$ cat src/fr_pkg.sv
// ----------------------------------------------------------------------------
// fr_pkg
// Shared widths, beat types and control/status bundles for the fraction
// reducer.
// ----------------------------------------------------------------------------
package fr_pkg;

  localparam int VALUE_WIDTH = 16;
  // Holds a shift count or a bit index, both at most VALUE_WIDTH-1.
  localparam int CNT_W = (VALUE_WIDTH > 1) ? $clog2(VALUE_WIDTH) : 1;

  typedef logic [VALUE_WIDTH-1:0] value_t;

  typedef struct packed {
    value_t numerator;
    value_t denominator;
  } in_beat_t;

  typedef struct packed {
    value_t reduced_numerator;
    value_t reduced_denominator;
    logic   was_reducible;
  } out_beat_t;

  typedef struct packed {
    logic load;
    logic gcd_step;
    logic div_init;
    logic div_step;
    logic result_write;
  } ctrl_cmd_t;

  typedef struct packed {
    logic zero_in;
    logic gcd_done;
    logic g_is_one;
    logic div_last;
  } ctrl_status_t;

endpackage

$ cat src/fr_datapath.sv
// ----------------------------------------------------------------------------
// fr_datapath
// Binary gcd unit, two restoring dividers sharing the gcd as divisor, and
// the result register.
// ----------------------------------------------------------------------------
module fr_datapath (
  input  logic                 clk,
  input  fr_pkg::in_beat_t     in_data,
  input  fr_pkg::ctrl_cmd_t    cmd,
  output fr_pkg::ctrl_status_t status,
  output fr_pkg::out_beat_t    out_data
);

  localparam int W = fr_pkg::VALUE_WIDTH;
  localparam int C = fr_pkg::CNT_W;

  fr_pkg::value_t orig_num;
  fr_pkg::value_t orig_den;
  fr_pkg::value_t a;
  fr_pkg::value_t b;
  logic [C-1:0]   k;
  fr_pkg::value_t g;
  fr_pkg::value_t rem_n;
  fr_pkg::value_t rem_d;
  fr_pkg::value_t quo_n;
  fr_pkg::value_t quo_d;
  logic [C-1:0]   count;
  logic           reducible;

  logic [W:0]     shift_n;
  logic [W:0]     shift_d;
  logic           fit_n;
  logic           fit_d;
  logic [W:0]     sub_n;
  logic [W:0]     sub_d;
  logic           a_gt_b;

  assign a_gt_b  = a > b;
  assign shift_n = {rem_n, quo_n[W-1]};
  assign shift_d = {rem_d, quo_d[W-1]};
  assign fit_n   = shift_n >= {1'b0, g};
  assign fit_d   = shift_d >= {1'b0, g};
  assign sub_n   = shift_n - {1'b0, g};
  assign sub_d   = shift_d - {1'b0, g};

  assign status.zero_in  = (orig_num == '0) || (orig_den == '0);
  assign status.gcd_done = (a == b);
  assign status.g_is_one = (a == b) && (a == fr_pkg::value_t'(1)) && (k == '0);
  assign status.div_last = (count == C'(W - 1));

  always_ff @(posedge clk) begin
    if (cmd.load) begin
      orig_num  <= in_data.numerator;
      orig_den  <= in_data.denominator;
      a         <= in_data.numerator;
      b         <= in_data.denominator;
      k         <= '0;
      reducible <= 1'b0;
    end

    if (cmd.gcd_step) begin
      priority if (!a[0] && !b[0]) begin
        a <= a >> 1;
        b <= b >> 1;
        k <= k + C'(1);
      end else if (!a[0]) begin
        a <= a >> 1;
      end else if (!b[0]) begin
        b <= b >> 1;
      end else if (a_gt_b) begin
        a <= (a - b) >> 1;
      end else begin
        b <= (b - a) >> 1;
      end
    end

    if (cmd.div_init) begin
      g         <= a << k;
      rem_n     <= '0;
      rem_d     <= '0;
      quo_n     <= orig_num;
      quo_d     <= orig_den;
      count     <= '0;
      reducible <= 1'b1;
    end

    if (cmd.div_step) begin
      // remainder stays below g, so the low W bits carry it
      rem_n <= fit_n ? sub_n[W-1:0] : shift_n[W-1:0];
      rem_d <= fit_d ? sub_d[W-1:0] : shift_d[W-1:0];
      quo_n <= {quo_n[W-2:0], fit_n};
      quo_d <= {quo_d[W-2:0], fit_d};
      count <= count + C'(1);
    end

    if (cmd.result_write) begin
      out_data.reduced_numerator   <= reducible ? quo_n : orig_num;
      out_data.reduced_denominator <= reducible ? quo_d : orig_den;
      out_data.was_reducible       <= reducible;
    end
  end

endmodule

$ cat src/fr_controller.sv
// ----------------------------------------------------------------------------
// fr_controller
// Sequences load, gcd iterations, division and result hand-off; owns the
// input ready and the output valid.
// ----------------------------------------------------------------------------
module fr_controller (
  input  logic                 clk,
  input  logic                 rst,
  input  logic                 in_valid,
  output logic                 in_ready,
  output logic                 out_valid,
  input  logic                 out_ready,
  input  fr_pkg::ctrl_status_t status,
  output fr_pkg::ctrl_cmd_t    cmd
);

  typedef enum logic [1:0] {
    S_IDLE,
    S_GCD,
    S_DIV,
    S_FINISH
  } state_t;

  state_t state;
  state_t state_next;
  logic   out_valid_next;

  assign in_ready = (state == S_IDLE);

  always_comb begin
    cmd        = '0;
    state_next = state;
    unique case (state)
      S_IDLE: begin
        if (in_valid) begin
          cmd.load   = 1'b1;
          state_next = S_GCD;
        end
      end
      S_GCD: begin
        // zero operand or coprime: pass the inputs through
        priority if (status.zero_in || status.g_is_one) begin
          state_next = S_FINISH;
        end else if (status.gcd_done) begin
          cmd.div_init = 1'b1;
          state_next   = S_DIV;
        end else begin
          cmd.gcd_step = 1'b1;
        end
      end
      S_DIV: begin
        cmd.div_step = 1'b1;
        if (status.div_last) begin
          state_next = S_FINISH;
        end
      end
      S_FINISH: begin
        if (!out_valid || out_ready) begin
          cmd.result_write = 1'b1;
          state_next       = S_IDLE;
        end
      end
      default: state_next = S_IDLE;
    endcase
    out_valid_next = (out_valid && !out_ready) || cmd.result_write;
  end

  always_ff @(posedge clk) begin
    if (rst) begin
      state     <= S_IDLE;
      out_valid <= 1'b0;
    end else begin
      state     <= state_next;
      out_valid <= out_valid_next;
    end
  end

endmodule

$ cat src/fraction_reducer_top.sv
// ----------------------------------------------------------------------------
// fraction_reducer_top
// Reduces a fraction to lowest terms by binary gcd and restoring division.
// ----------------------------------------------------------------------------
//  channel | handshake              | beat type
//  --------+------------------------+--------------------
//  input   | in_valid / in_ready    | fr_pkg::in_beat_t
//  output  | out_valid / out_ready  | fr_pkg::out_beat_t
//
// One beat at a time. Steps per beat: a load, gcd iterations (one shift
// or subtract each), a decision step, one divider step per quotient bit
// and a write; coprime or zero inputs skip the divider. Reset clears only
// control state. The output register holds a finished beat while the
// next one is being worked on; the write waits while that beat is still
// unaccepted.
// ----------------------------------------------------------------------------
module fraction_reducer_top (
  input  logic              clk,
  input  logic              rst,
  input  logic              in_valid,
  output logic              in_ready,
  input  fr_pkg::in_beat_t  in_data,
  output logic              out_valid,
  input  logic              out_ready,
  output fr_pkg::out_beat_t out_data
);

  fr_pkg::ctrl_cmd_t    cmd;
  fr_pkg::ctrl_status_t status;

  fr_controller u_ctrl (
    .clk       (clk),
    .rst       (rst),
    .in_valid  (in_valid),
    .in_ready  (in_ready),
    .out_valid (out_valid),
    .out_ready (out_ready),
    .status    (status),
    .cmd       (cmd)
  );

  fr_datapath u_dp (
    .clk      (clk),
    .in_data  (in_data),
    .cmd      (cmd),
    .status   (status),
    .out_data (out_data)
  );

endmodule
$ cat config.mk
export PLATFORM = sky130hd
export DESIGN_NAME = fraction_reducer_top
export DESIGN_NICKNAME = d
export VERILOG_FILES = /design/src/fr_pkg.sv /design/src/fr_datapath.sv /design/src/fr_controller.sv /design/src/fraction_reducer_top.sv
export SDC_FILE = /design/constraint.sdc
export NUM_CORES = 1
export LEC_CHECK = 0
export BUFFER_PORTS_ARGS = -buffer_cell sky130_fd_sc_hd__buf_2
export CORE_MARGIN = 3
export CORE_UTILIZATION = 56
export CTS_CLUSTER_DIAMETER = 60
export DETAILED_ROUTE_END_ITERATION = 10
export PLACE_DENSITY_LB_ADDON = 0.08
export SLEW_MARGIN = 5
export SYNTH_ARGS = -nofsm -noshare
export SYNTH_HDL_FRONTEND = slang
export SYNTH_HIERARCHICAL = 1
export SYNTH_SLANG_ARGS = --single-unit
$ cat constraint.sdc
create_clock -name clk -period 4.6 [get_ports clk]
set_clock_uncertainty 0.1 [all_clocks]
set_input_delay 0.92 -clock clk [delete_from_list [all_inputs] [get_ports clk]]
set_output_delay 0.92 -clock clk [all_outputs]
set_load 0.1 [all_outputs]
==> key figures <==
Worst setup path
  • CP Max Fanout: 68
  • WP data arrival: a little over 4000 ps
  • Worst Path Required: roughly 4600 ps
  • CP Class: reg2reg
  • Setup crit end kind: flop
  • CP max-delay cell: nor4_1
  • Top delay family on crit path: simple AND/OR/NAND/NOR gates
  • Crit-path max cell delay: a little over 800 ps
  • Crit path top cell by count: buf_4
  • Worst path bufs/invs: 3
  • Critical Path Source Type: flop
  • Worst-path cell chain: inv_1, ha_1, nand4_1, nor4_1, nand2_1, nor3_2, buf_4, or2_2, buf_4

Global route
  • Gr ovfl total: 0
  • Largest net degree at the start of global routing: about 70
  • First-pass GRT wire length: ~52 mm
  • Number of global-route vias before repair: 9070
  • Global Route Usage Sum: 0.2800
  • Initial antenna violation count: 2

Clock tree
  • # hold bufs at CTS: 0
  • Clock root cell: clkbuf_16
  • Reg clk slew, reported paths: 80 ps
  • Num CTS Buffers: 17
  • Max clock buf depth: 2
  • Post-cts gate resize count: 0
  • Post-CTS Setup Inserts: 0
  • Htree depth: 4
  • Worst-Skew Late Latency: between 400 and 500 ps
  • CTS tree: built
  • Clk sinks: ~190

Pwr
  • Combinational Power Share: 0.561
  • IR drop worst, VDD: 420.8 uV
  • Int Pwr: a little over 5 mW
  • Clk pwr share: 0.151
  • Net switching power: about 4.5 mW
  • Pwr per Cell Area: 724.1 mW/mm^2
  • Reg power frac: 0.287
  • Sw frac: 0.4697
  • Leakage: around 5.2 nW

Layout
  • Most frequent cells in the layout: edfxtp_1, a21oi_1, nand2_1, nor2_1, o21ai_0
  • Commonest non-fill, non-tap cell in the layout: edfxtp_1
  • Post-route cell area: 0.01332 sq mm
  • Multi-input logic area: roughly 0.0063 sq mm
  • Nets@finish: approximately 1400
  • Final Non-Filler Cells: 1544
  • Synth-to-layout area growth: 9.863%
  • Layout fillers: ~1800
  • Sequential Area: 0.005275 sq mm
  • N_diodes: 0
  • Layout cells sized above 1: 0.1647

Placed design
  • PortBufs: 70
  • Inst Count DP: roughly 1500
  • Hpwl dp: 25.27 mm
  • Placed instance area: around 0.013 sq mm
  • Final GP Congestion: around 1

STA
  • Max Slew Vio Count: 0
  • Setup TNS: 0 ps
  • Hold slack: roughly 360 ps
  • Tcrit/Tclk final: 0.9051
  • Measured slew at the worst slew-check pin: 1283 ps
  • Setup-failing EPs final: 0
  • Tmin final: around 4200 ps
  • Max_slew headroom: 0.1414
  • Fmax: between 0.2 and 0.25 GHz
  • Final Hold Fails: 0
  • RSZ-0062 raised after global routing: no

Drt
  • Post-DR wirelength/cell: between 20 and 25 microns
  • Total Routed Length: between 30 and 40 mm
  • Post-route DRC: 0
  • Drt first-iter violations: 835
  • Drt via density: ~6.4
  • Via count: just under 10000
  • Top Layer Used: met5
  • DRT Pass-1 Iters: 5
  • DR WL met3: ~2.7 mm
  • Remaining antenna violation count: 0
  • DRT met1 WL: approximately 16 mm
  • Met2 WL: 14.41 mm

Synth
  • Mapped Nets: ~1300
  • Post-Syn Area per Cell: 10.08 sq um
  • EDFF count, synth: between 100 and 150
  • Synth top area share: 0.3689
  • Synth Warn #: 6
  • Post-Syn Area: about 0.012 sq mm
  • Post-synth cell types: between 70 and 80
  • Seq cells post-synth: around 190
  • Seq/Total Area, Yosys: 0.4350
  • Mapped Cells: 1203
  • Synth area leaders: edfxtp_1, ha_1, dfxtp_1
  • Synth area leader: edfxtp_1
  • Asr flop ratio synth: 0
  • Main synth FF type: edfxtp_1

Die
  • Core area: ~0.021 sq mm
  • # rows: 53
  • Die area: 0.02346 sq mm
  • Initial Utilization: 0.5733
  • Die width: 153.2 microns
  • # IOs: between 70 and 80
  • Die H: 153.2 microns

Hold path
  • Worst Hold Class: reg2reg

Job
  • Max-cap violation count: 0

Outcome
  • Status: finished clean
-- per-layer routing --
metal | up-vias | track usage
met1 | 4758 | 0.4192
li1 | 4618 | -
met5 | - | 0
met3 | 66 | 0.06512
met2 | 429 | 0.4081
met4 | 4 | 0.07976
-- flip-flops by register name, summed over array words and instances, names as in the netlist --
register and cells:
u_dp/b 16, u_dp/orig_den 16, u_dp/rem_n 16, u_dp/reducible 1, u_ctrl/state 2, u_dp/rem_d 16, u_dp/a 16, u_ctrl/out_valid 1
u_dp/out_data 33, u_dp/k 4, u_dp/orig_num 16, u_dp/count 4, u_dp/g 16, u_dp/quo_n 16, u_dp/quo_d 16
-- final timing paths --
path	depth (start not counted)	startpoint	endpoint	slack, ps
max	9	u_dp/a[13]	u_dp/quo_n[0]	440
min	1	u_dp/reducible	u_dp/reducible	360
max reg2reg	9	u_dp/a[13]	u_dp/quo_n[0]	440
min reg2reg	1	u_dp/reducible	u_dp/reducible	360
-- cell type report --
type / count / share of cell area
clock inverter: 15 / 0.01127
multi-input combinational: 884 / 0.4758
sequential: 189 / 0.3959
clock buffer: 17 / 0.03193
timing repair buffer: 93 / 0.03925
inverter: 71 / 0.02000
tap: 275 / 0.02582
-- kinds of logic after synthesis --
| kind of cell | count (synthesis) | share of synthesized area |
|---|---|---|
| compound gates | 342 | 0.1811 |
| mux | 111 | 0.1005 |
| fa+ha+maj | 76 | 0.08088 |
| buf+inv | 130 | 0.04405 |
| simple gates | 312 | 0.1275 |
| flops | 189 | 0.4350 |
| xor+xnor | 43 | 0.03105 |
-- stage by stage --
stage	utilization	setup slack [ps]	total power, mW
2_1_floorplan	-	97.34	6.732
3_3_place_gp	0.6027	639.3	8.046
3_5_place_dp	0.6027	551.8	8.071
4_1_cts	0.6299	519.8	9.558
5_1_grt	0.6299	248.8	10.27
6_report	0.6299	436.7	9.648
-- cells in the mapped netlist, drive strengths merged (14+ instances only) --
| cell | n |
|---|---|
| xor2 | 14 |
| inv | 70 |
| nor3 | 19 |
| ha | 72 |
| a22oi | 14 |
| nand2 | 86 |
| edfxtp | 149 |
| nor4 | 17 |
| o21ai | 87 |
| a21o | 20 |
| mux2i | 46 |
| xnor2 | 29 |
| a211oi | 18 |
| dfxtp | 40 |
| mux2 | 63 |
| nor2 | 85 |
| clkbuf | 41 |
| buf | 18 |
| a21oi | 98 |
| nand3 | 26 |
-- power by group through the flow --
| stage | Combinational (mW) | Sequential (mW) | Clock [mW] |
|---|---|---|---|
| finish | 5.42 | 2.77 | 1.46 |
| global route | 5.90 | 2.82 | 1.55 |
| CTS | 5.32 | 2.76 | 1.48 |
| detailed placement | 5.27 | 2.80 | 0 |
| global placement | 5.27 | 2.78 | 0 |
| floorplan | 3.90 | 2.84 | 0 |
Power figures use the tool's default switching activity.
